File: src/sv/fcsg_pkg.sv
`timescale 1ns / 1ps

package fcsg_pkg;

    // Field widths
    localparam int COORD_W     = 12;   // centre coordinates, signed
    localparam int RAD_W       = 7;    // radius field, unsigned
    localparam int SPAN_W      = 13;   // span columns and rows, signed
    localparam int IN_TDATA_W  = 32;   // 31 payload bits padded to 4 bytes
    localparam int OUT_TDATA_W = 8 * SPAN_W;

    // Walk datapath widths, sized for radii up to 90
    localparam int OFS_W  = 7;    // x and y offsets
    localparam int TERM_W = 9;    // odd increments tx, ty (up to 2*90+3)
    localparam int ERR_W  = 11;   // signed error term
    localparam int DIAM_W = 8;    // 2 * radius

    // Result cap per circle
    localparam int MAX_RESULTS = 64;
    localparam int CNT_W       = $clog2(MAX_RESULTS + 1);

    localparam int DEF_MAX_RADIUS = 64;

    typedef struct packed {
        logic        [OFS_W-1:0]  x;
        logic        [OFS_W-1:0]  y;
        logic        [TERM_W-1:0] tx;
        logic        [TERM_W-1:0] ty;
        logic signed [ERR_W-1:0]  err;
    } t_walk;

endpackage

File: src/sv/fcsg_step.sv
`timescale 1ns / 1ps

// One midpoint recurrence step: y move, then x move, plus end-of-walk test.
module fcsg_step (
    input  fcsg_pkg::t_walk                 i_cur,
    input  logic [fcsg_pkg::DIAM_W-1:0]     i_diam,
    input  logic [fcsg_pkg::CNT_W-1:0]      i_count,
    output fcsg_pkg::t_walk                 o_next,
    output logic [fcsg_pkg::CNT_W-1:0]      o_count,
    output logic                            o_last
);

    logic                                   w_move_y;
    logic                                   w_move_x;
    logic signed [fcsg_pkg::ERR_W-1:0]      w_err1;
    logic        [fcsg_pkg::TERM_W-1:0]     w_tx2;
    logic signed [fcsg_pkg::ERR_W-1:0]      w_dterm;

    always_comb begin
        o_next = i_cur;

        // err <= 0
        w_move_y = i_cur.err[fcsg_pkg::ERR_W-1] || (i_cur.err == '0);
        w_err1   = i_cur.err;
        if (w_move_y) begin
            o_next.y = i_cur.y + fcsg_pkg::OFS_W'(1);
            o_next.ty = i_cur.ty + fcsg_pkg::TERM_W'(2);
            w_err1 = i_cur.err + $signed({{(fcsg_pkg::ERR_W-fcsg_pkg::TERM_W){1'b0}}, i_cur.ty});
        end

        // err > 0 after the y move
        w_move_x = !w_err1[fcsg_pkg::ERR_W-1] && (w_err1 != '0);
        w_tx2    = i_cur.tx + fcsg_pkg::TERM_W'(2);
        w_dterm  = $signed({{(fcsg_pkg::ERR_W-fcsg_pkg::TERM_W){1'b0}}, w_tx2})
                 - $signed({{(fcsg_pkg::ERR_W-fcsg_pkg::DIAM_W){1'b0}}, i_diam});
        o_next.err = w_err1;
        if (w_move_x) begin
            o_next.x   = i_cur.x - fcsg_pkg::OFS_W'(1);
            o_next.tx  = w_tx2;
            o_next.err = w_err1 + w_dterm;
        end

        o_count = i_count + fcsg_pkg::CNT_W'(1);
        o_last  = (o_next.x < o_next.y)
               || (o_count >= fcsg_pkg::CNT_W'(fcsg_pkg::MAX_RESULTS));
    end

endmodule

File: src/sv/fcsg_span.sv
`timescale 1ns / 1ps

// Span adders and the output register of the result stream.
module fcsg_span (
    input  logic                                i_clk,
    input  logic                                i_rst_n,
    input  logic                                i_load,
    input  logic                                i_last,
    input  logic signed [fcsg_pkg::COORD_W-1:0] i_cx,
    input  logic signed [fcsg_pkg::COORD_W-1:0] i_cy,
    input  logic        [fcsg_pkg::OFS_W-1:0]   i_x,
    input  logic        [fcsg_pkg::OFS_W-1:0]   i_y,
    input  logic                                i_m_axis_tready,
    output logic                                o_m_axis_tvalid,
    output logic [fcsg_pkg::OUT_TDATA_W-1:0]    o_m_axis_tdata,
    output logic                                o_m_axis_tlast
);

    localparam int CPAD = fcsg_pkg::SPAN_W - fcsg_pkg::COORD_W;
    localparam int OPAD = fcsg_pkg::SPAN_W - fcsg_pkg::OFS_W;

    logic [fcsg_pkg::SPAN_W-1:0]      w_cx;
    logic [fcsg_pkg::SPAN_W-1:0]      w_cy;
    logic [fcsg_pkg::SPAN_W-1:0]      w_x;
    logic [fcsg_pkg::SPAN_W-1:0]      w_y;
    logic [fcsg_pkg::OUT_TDATA_W-1:0] w_spans;

    logic                             r_valid;
    logic                             r_last;
    logic [fcsg_pkg::OUT_TDATA_W-1:0] r_data;

    assign w_cx = {{CPAD{i_cx[fcsg_pkg::COORD_W-1]}}, i_cx};
    assign w_cy = {{CPAD{i_cy[fcsg_pkg::COORD_W-1]}}, i_cy};
    assign w_x  = {{OPAD{1'b0}}, i_x};
    assign w_y  = {{OPAD{1'b0}}, i_y};

    // Lowest first: wide L/R, wide rows below/above, narrow L/R, narrow rows
    assign w_spans = {w_cy - w_x, w_cy + w_x, w_cx + w_y, w_cx - w_y,
                      w_cy - w_y, w_cy + w_y, w_cx + w_x, w_cx - w_x};

    always_ff @(posedge i_clk) begin
        if (!i_rst_n) begin
            r_valid <= 1'b0;
        end else if (i_load) begin
            r_valid <= 1'b1;
        end else if (i_m_axis_tready) begin
            r_valid <= 1'b0;
        end
    end

    always_ff @(posedge i_clk) begin
        if (i_load) begin
            r_data <= w_spans;
            r_last <= i_last;
        end
    end

    assign o_m_axis_tvalid = r_valid;
    assign o_m_axis_tdata  = r_data;
    assign o_m_axis_tlast  = r_last;

endmodule

File: src/sv/filled_circle_span_generator.sv
`timescale 1ns / 1ps

// Filled circle span generator. Each input transaction carries a circle
// request (centre x, centre y, radius); the block walks the midpoint circle
// recurrence from x = radius-1, y = 0 while x >= y and sends one output
// transaction per step with two span pairs: wide spans cx-x..cx+x on rows
// cy+y and cy-y, narrow spans cx-y..cx+y on rows cy+x and cy-x. tlast marks
// the final step. A radius of 0 yields nothing; radii above MAX_RADIUS are
// clamped to it, and a walk is cut at 64 steps (tlast set on the 64th).
// No clipping, no de-duplication. Timing: the request is taken in the idle
// state, then the walk advances one step per cycle through the single
// recurrence step unit when the output side keeps up; output stalls hold
// the walk in place. The input side is ready only between circles; the
// last result of a circle may still be waiting on the output register
// while the next request is taken. Outputs are registered.
module filled_circle_span_generator #(
    parameter int MAX_RADIUS = fcsg_pkg::DEF_MAX_RADIUS   // 1..90
) (
    input  logic                                i_clk,
    input  logic                                i_rst_n,
    // Request stream
    input  logic                                i_s_axis_tvalid,
    output logic                                o_s_axis_tready,
    // [11:0] centre_x, [23:12] centre_y, [30:24] circle_radius, [31] zero
    input  logic [fcsg_pkg::IN_TDATA_W-1:0]     i_s_axis_tdata,
    // Span stream
    output logic                                o_m_axis_tvalid,
    input  logic                                i_m_axis_tready,
    // [12:0] wide_left, [25:13] wide_right, [38:26] wide_row_below,
    // [51:39] wide_row_above, [64:52] narrow_left, [77:65] narrow_right,
    // [90:78] narrow_row_below, [103:91] narrow_row_above
    output logic [fcsg_pkg::OUT_TDATA_W-1:0]    o_m_axis_tdata,
    output logic                                o_m_axis_tlast    // last_step
);

    typedef enum logic {
        ST_IDLE,
        ST_WALK
    } t_state;

    localparam int CW = fcsg_pkg::COORD_W;
    localparam int RW = fcsg_pkg::RAD_W;

    t_state                           r_state;
    fcsg_pkg::t_walk                  r_walk;
    logic signed [CW-1:0]             r_cx;
    logic signed [CW-1:0]             r_cy;
    logic [fcsg_pkg::DIAM_W-1:0]      r_diam;
    logic [fcsg_pkg::CNT_W-1:0]       r_count;

    // Request unpack
    logic signed [CW-1:0]             w_in_cx;
    logic signed [CW-1:0]             w_in_cy;
    logic [RW-1:0]                    w_in_rad;
    logic [RW-1:0]                    w_rad;
    logic [fcsg_pkg::DIAM_W-1:0]      w_diam;

    logic                             w_accept;
    logic                             w_fire;
    fcsg_pkg::t_walk                  w_next;
    logic [fcsg_pkg::CNT_W-1:0]       w_next_count;
    logic                             w_last;

    assign w_in_cx  = i_s_axis_tdata[CW-1:0];
    assign w_in_cy  = i_s_axis_tdata[2*CW-1:CW];
    assign w_in_rad = i_s_axis_tdata[2*CW+RW-1:2*CW];

    // Clamp radius
    assign w_rad  = (w_in_rad > RW'(MAX_RADIUS)) ? RW'(MAX_RADIUS) : w_in_rad;
    assign w_diam = {w_rad, 1'b0};

    assign o_s_axis_tready = (r_state == ST_IDLE);
    assign w_accept        = i_s_axis_tvalid && o_s_axis_tready;

    // In the walk state, advance one step whenever the output register is free or draining
    assign w_fire = (r_state == ST_WALK) && (!o_m_axis_tvalid || i_m_axis_tready);

    fcsg_step u_step (
        .i_cur   (r_walk),
        .i_diam  (r_diam),
        .i_count (r_count),
        .o_next  (w_next),
        .o_count (w_next_count),
        .o_last  (w_last)
    );

    fcsg_span u_span (
        .i_clk           (i_clk),
        .i_rst_n         (i_rst_n),
        .i_load          (w_fire),
        .i_last          (w_last),
        .i_cx            (r_cx),
        .i_cy            (r_cy),
        .i_x             (r_walk.x),
        .i_y             (r_walk.y),
        .i_m_axis_tready (i_m_axis_tready),
        .o_m_axis_tvalid (o_m_axis_tvalid),
        .o_m_axis_tdata  (o_m_axis_tdata),
        .o_m_axis_tlast  (o_m_axis_tlast)
    );

    always_ff @(posedge i_clk) begin
        if (!i_rst_n) begin
            r_state <= ST_IDLE;
        end else begin
            unique case (r_state)
                ST_IDLE: begin
                    if (w_accept) begin
                        r_cx        <= w_in_cx;
                        r_cy        <= w_in_cy;
                        r_diam      <= w_diam;
                        r_count     <= '0;
                        r_walk.x    <= fcsg_pkg::OFS_W'(w_rad - RW'(1));
                        r_walk.y    <= '0;
                        r_walk.tx   <= fcsg_pkg::TERM_W'(1);
                        r_walk.ty   <= fcsg_pkg::TERM_W'(1);
                        r_walk.err  <= fcsg_pkg::ERR_W'(1) - {
                            {(fcsg_pkg::ERR_W-fcsg_pkg::DIAM_W){1'b0}}, w_diam};
                        // zero radius: nothing to walk
                        if (w_in_rad != '0) begin
                            r_state <= ST_WALK;
                        end
                    end
                end
                ST_WALK: begin
                    if (w_fire) begin
                        r_walk  <= w_next;
                        r_count <= w_next_count;
                        if (w_last) begin
                            r_state <= ST_IDLE;
                        end
                    end
                end
                default: r_state <= ST_IDLE;
            endcase
        end
    end

endmodule
File: config.mk
export PLATFORM = sky130hd
export DESIGN_NAME = filled_circle_span_generator
export DESIGN_NICKNAME = d
export VERILOG_FILES = /design/src/sv/fcsg_pkg.sv /design/src/sv/fcsg_step.sv /design/src/sv/fcsg_span.sv /design/src/sv/filled_circle_span_generator.sv
export SDC_FILE = /design/constraint.sdc
export NUM_CORES = 1
export LEC_CHECK = 0
export BUFFER_PORTS_ARGS = -buffer_cell sky130_fd_sc_hd__buf_2
export CAP_MARGIN = 10
export CORE_ASPECT_RATIO = 1.4
export CORE_MARGIN = 2
export CORE_UTILIZATION = 59
export DETAILED_ROUTE_END_ITERATION = 10
export PLACE_DENSITY = 0.91
export SKIP_CTS_REPAIR_TIMING = 1
export SYNTH_ARGS = -nofsm -noshare
export SYNTH_HDL_FRONTEND = slang
export SYNTH_HIERARCHICAL = 1
export SYNTH_SLANG_ARGS = --single-unit
File: constraint.sdc
create_clock -name i_clk -period 4.6 [get_ports i_clk]
set_input_delay 0.92 -clock i_clk [delete_from_list [all_inputs] [get_ports i_clk]]
set_output_delay 0.92 -clock i_clk [all_outputs]
set_load 0.1 [all_outputs]
### Word-level counts from Yosys, hierarchy flattened

Index checks and enable logic that the tools add are counted.

| word-level totals | value |
|---|---|
| flip-flop bits (word level) | 188 |

| cells by class | value |
|---|---|
| add/subtract/negate cells | 18 |
| $lt $le $gt $ge | 3 |
| equality and inequality tests | 4 |
| multiplexer cells | 20 |
| bitwise logic cells | 1 |
| reduce and logical (&&, ||, !) cells | 16 |

Operators by type and width:

| cell | number |
|---|---|
| 43-bit 2-to-1 mux | 2 |
| 43-bit one-hot mux with 2 select lines | 1 |
| 12-bit by 8-bit adder with 13-bit output | 4 |
| 12-bit by 8-bit subtractor with 13-bit output | 4 |
| 7-bit 2-to-1 mux | 5 |
| 11-bit 2-to-1 mux | 2 |
| 9-bit by 2-bit adder with 9-bit output, second input constant | 2 |
| 9-bit 2-to-1 mux | 2 |
| 7-bit by 1-bit adder with 7-bit output, second input constant | 2 |
| 7-bit one-hot mux with 2 select lines | 1 |
| 7-bit by 1-bit subtractor with 7-bit output, second input constant | 2 |
| 11-bit by 10-bit adder with 11-bit output | 1 |
| 11-bit adder | 1 |
| 11-bit logical NOT | 1 |
| 11-bit nonzero test | 1 |
| 9-bit by 8-bit subtractor with 10-bit output | 1 |
| 1-bit by 8-bit subtractor with 9-bit output, first input constant | 1 |
| 2-bit by 1-bit inequality test with 1-bit output, second input constant | 4 |
| 4-bit AND reduction | 2 |
| 7-bit >= comparator, second input constant | 1 |
| 7-bit > comparator, second input constant | 1 |
| 7-bit < comparator | 1 |
| 7-bit nonzero test | 1 |
| 1-bit 2-to-1 mux | 6 |
| 7 further kinds | 13 |

### Longest topological paths before layout

| depth | value |
|---|---|
| word-level depth | 11 |
| gate-level depth with buffers | 22 |
| gate-level depth less buffers | 21 |

### Modules after synthesis

The synthesis kept the hierarchy.

By module, submodules not included:

| module | times used | cells an instance | area an instance (sq um) | seq. area each (sq um) |
|---|---|---|---|---|
| fcsg_span | 1 | 603 | 6502.5 | 3052.9 |
| filled_circle_span_generator | 1 | 195 | 3141.8 | 2452.4 |
| fcsg_step | 1 | 336 | 2434.8 | 0.0 |

### Worst setup path before layout

No wires, ideal clock.

| path | value |
|---|---|
| path kind | register to register |
| start point | register r_walk[0] (netlist bit) |
| end point | register r_state |
| library setup time | 0.118 ns |
| arrival | 4.138 ns |
| data required time | 4.482 ns |
| path slack | 0.344 ns |
| cell stages (with the launch flop) | 22 |
| path buffers | 0 |
| clock period less this slack | 4.256 ns |
| cell sequence | edfxtp_1 > ha_1 > inv_1 > fa_1 > nand2b_1 > a21oi_1 > o21a_1 > or3_1 > a32o_1 > o41a_4 > and4bb_1 > xor2_1 > ha_1 > a21o_1 > a21oi_1 > nor2b_1 > o21ai_0 > nand3_1 > mux2i_1 > a211o_1 > a211oi_1 > nand2b_1 |

RTL lines:

| element | RTL line | source |
|---|---|---|
| from (decl) | filled_circle_span_generator.sv:45 | `fcsg_pkg::t_walk r_walk;` |
| from (signal assigned) | filled_circle_span_generator.sv:127 | `r_walk <= w_next;` |
| to (signal assigned) | filled_circle_span_generator.sv:104 | `r_state <= ST_IDLE;` |
| to (signal assigned) | filled_circle_span_generator.sv:121 | `r_state <= ST_WALK;` |
| to (signal assigned) | filled_circle_span_generator.sv:130 | `r_state <= ST_IDLE;` |
| to (decl) | filled_circle_span_generator.sv:44 | `t_state r_state;` |

==> flow_summary.ini <==
[finish]
post-route-util = 0.683
seqCellArea_um2 = 5510
final_cells = 1530
drive_above_1_share = 0.194
num-nets-final = 1408
multi_input_area_um2 = 6040
n_antenna_cell = 0
area_delta_synth_final_pct = 13.0
fillers = 1430

[global_route]
grt-ovfl-total = 0
grt_pass1_wl_um = 45500
antenna_found_initial = 0
track_usage = 0.265
grt_max_degree = 101
grt_pass1_vias = 9171

[synthesis]
ys_warn_count = 6
syn_nets = 1277
synthCells = 1134
synth-simple-area-share = 0.143
ys_ff_latch = 184
post-synth-top-area-cell = edfxtp_1
synth_top_family_by_area = simple AND/OR/NAND/NOR gates
ys_async_sr_fraction = 0
synth_area_leaders = edfxtp_1 (45%), ha_1 (9.9%), xnor2_1 (6.2%), xor2_1 (3.4%), inv_1 (2.9%)
synth_top_cell_area_share = 0.452
synth.area.mux_share = 0.0128
synth-compound-area-share = 0.119
netlist_area_um2 = 12100
avgSynthCellArea_um2 = 10.7
synth_commonest_cells = edfxtp_1 (182), ha_1 (96), inv_1 (93), nor2_1 (93), xnor2_1 (86)
synth_flop_cell = edfxtp_1
synthAdderAreaFrac = 0.118
synth_cell_types = 81
yosysMostFrequentCell = edfxtp_1
synth_edf_count = 182
seq_area_frac_synth = 0.456
synth_xor_area_frac = 0.0991

[setup_path]
cp_cell_sequence = ha_2 > inv_2 > fa_2 > nand2b_4 > a21oi_4 > o21a_1 > or3_1 > a32o_2 > o41a_4 > and4bb_1 > xor2_2 > ha_1 > a21o_1 > a21oi_2 > nor2b_2 > o21ai_2 > nand4_1 > mux2i_1 > a211o_1 > a211oi_2 > nand2b_1
crit_type = flip-flop to flip-flop
crit_buf_inv = 1
worstPathMaxFanout = 5
slowest_stage = o41a_4
crit_family = compound AO/OA/AOI/OAI gates
worstPathArrival_ps = 4880
start_kind = flip-flop
required_ps = 4940
end_kind = flip-flop
max_stage_delay_ps = 520

[clock_tree]
clk_latency_ps = 450
clkTransAtPathRegs_ps = 70
cts.sinks = 184
cts_made_buffers = 17
cts_tree = built
h-tree-depth = 4
clockRootBuffer = clkbuf_16
cts_buffer_depth = 2

[route]
viasPerCell = 5.99
ant_nets = 0
drc = 0
wl_um = 28700
vias = 9165
drt_pass1_iterations = 5
wl_per_cell_um = 18.8
drt_iter0_drc = 1045

[timing]
hold_viol = 0
max_freq_mhz = 220
tightest_slew_ps = 932
finalClockSkew_ps = 13.0
fin_tns_setup_ps = 0
rsz0062_at_grt = true
min_period_ps = 4550
slew_headroom = 0.379
final-setup-viol-count = 0
period_share = 0.989
slew_violations = 0

[power_and_ir_drop]
pwr-share-clk = 0.257
p_int_uw = 3380
p_leak_uw = 0.00559
p_seq_frac = 0.391
comb_power_share = 0.353
ir_drop_mv = 0.240
sw_frac_of_total = 0.380
p_sw_uw = 2070
powerDensity_nw_per_um2 = 400

[place]
globalplace.congestion = 0.906
hpwl_um = 21100
io_buffer_count = 141
dpl.cell_count = 1493

[floorplan]
start_util = 0.604
fp-row-count = 61
die_w_um = 125
coreArea_um2 = 20000
die_h_um = 173
io_pins = 143
die-area_um2 = 21700

[hold_path]
hp-class = flip-flop to flip-flop

[status]
outcome = finished clean

[flow_run]
cap_violations = 0
cells by family after synthesis:
kind of cell / Yosys count
adder cells (fa/ha/maj): 107
buffers and inverters: 146
flip-flops: 184
multiplexers: 12
AND/OR/NAND/NOR: 335
AO/OA/AOI/OAI: 214
XOR/XNOR: 135
other: 1
routing by layer:
layer | global-route usage | wire length [um] | vias up
met5 | 0 | 0 | -
met4 | 0.168 | 1870 | 0
met3 | 0.0497 | 1620 | 120
met2 | 0.484 | 15100 | 418
met1 | 0.279 | 10100 | 4338
li1 | - | - | 4289
per-stage QoR:
step	cell area [um2]	power (uW)	setup slack [ps]	hold WS [ps]
after floorplan	12100	3680	344	596
after global placement	13000	3980	24.2	529
after detailed placement	13000	4030	-117	527
after CTS	13500	5430	-178	549
after global routing	13700	5680	-97.4	593
final	13700	5450	51.4	542
worst paths after layout:
kind,slack [ps],to,cells past startpoint,from
worst max-delay path,50,r_state$_SDFF_PN0_,21,r_walk[11]$_SDFFCE_PN1P_
worst min-delay path,540,r_walk[20]$_SDFFCE_PN1P_,1,r_walk[20]$_SDFFCE_PN1P_
worst max register to register,50,r_state$_SDFF_PN0_,21,r_walk[11]$_SDFFCE_PN1P_
worst min register to register,540,r_walk[20]$_SDFFCE_PN1P_,1,r_walk[20]$_SDFFCE_PN1P_
worst register-to-register path, stage by stage, from the launching register on:
cell	delay (ps)
edfxtp_1	400
ha_2	220
inv_2	60
fa_2	210
nand2b_4	140
a21oi_4	70
o21a_1	180
or3_1	300
a32o_2	280
o41a_4	520
and4bb_1	240
xor2_2	160
ha_1	310
a21o_1	180
a21oi_2	140
nor2b_2	60
o21ai_2	190
nand4_1	120
mux2i_1	160
a211o_1	250
a211oi_2	100
nand2b_1	150
power groups by stage:
stage | clock (uW) | combinational (uW) | sequential (uW)
6_report | 1400 | 1930 | 2130
2_1_floorplan | 0 | 996 | 2680
5_1_grt | 1480 | 2060 | 2140
3_5_place_dp | 0 | 1870 | 2170
3_3_place_gp | 0 | 1820 | 2160
4_1_cts | 1420 | 1880 | 2130
placed cells by master, fill, tap and decap left out, types with 31 or more instances in the layout:
cell type / Yosys / routed
nand2_1: 65 / 65
and2_1: 32 / 31
o21ai_0: 53 / 52
ha_1: 96 / 95
xor2_1: 47 / 46
xnor2_1: 86 / 86
buf_2: 13 / 141
edfxtp_1: 182 / 182
a21oi_1: 53 / 50
nor2_1: 93 / 92
inv_1: 93 / 91
state kept, by name, indices dropped and copies added (netlist names):
register,count
r_count,7
u_span/o_m_axis_tvalid,1
u_span/o_m_axis_tdata,100
r_diam,7
r_cx,12
r_state,1
r_walk,43
u_span/o_m_axis_tlast,1
r_cy,12
final cells by class:
type,count,area share
multi-input cells,804,0.442
flip-flops and latches,184,0.403
repair buffers,164,0.0652
clock buffers,18,0.0314
inverters,94,0.0258
well taps,252,0.0231
clock inverters,14,0.00907
No activity file was read; power rests on OpenSTA's default activity.
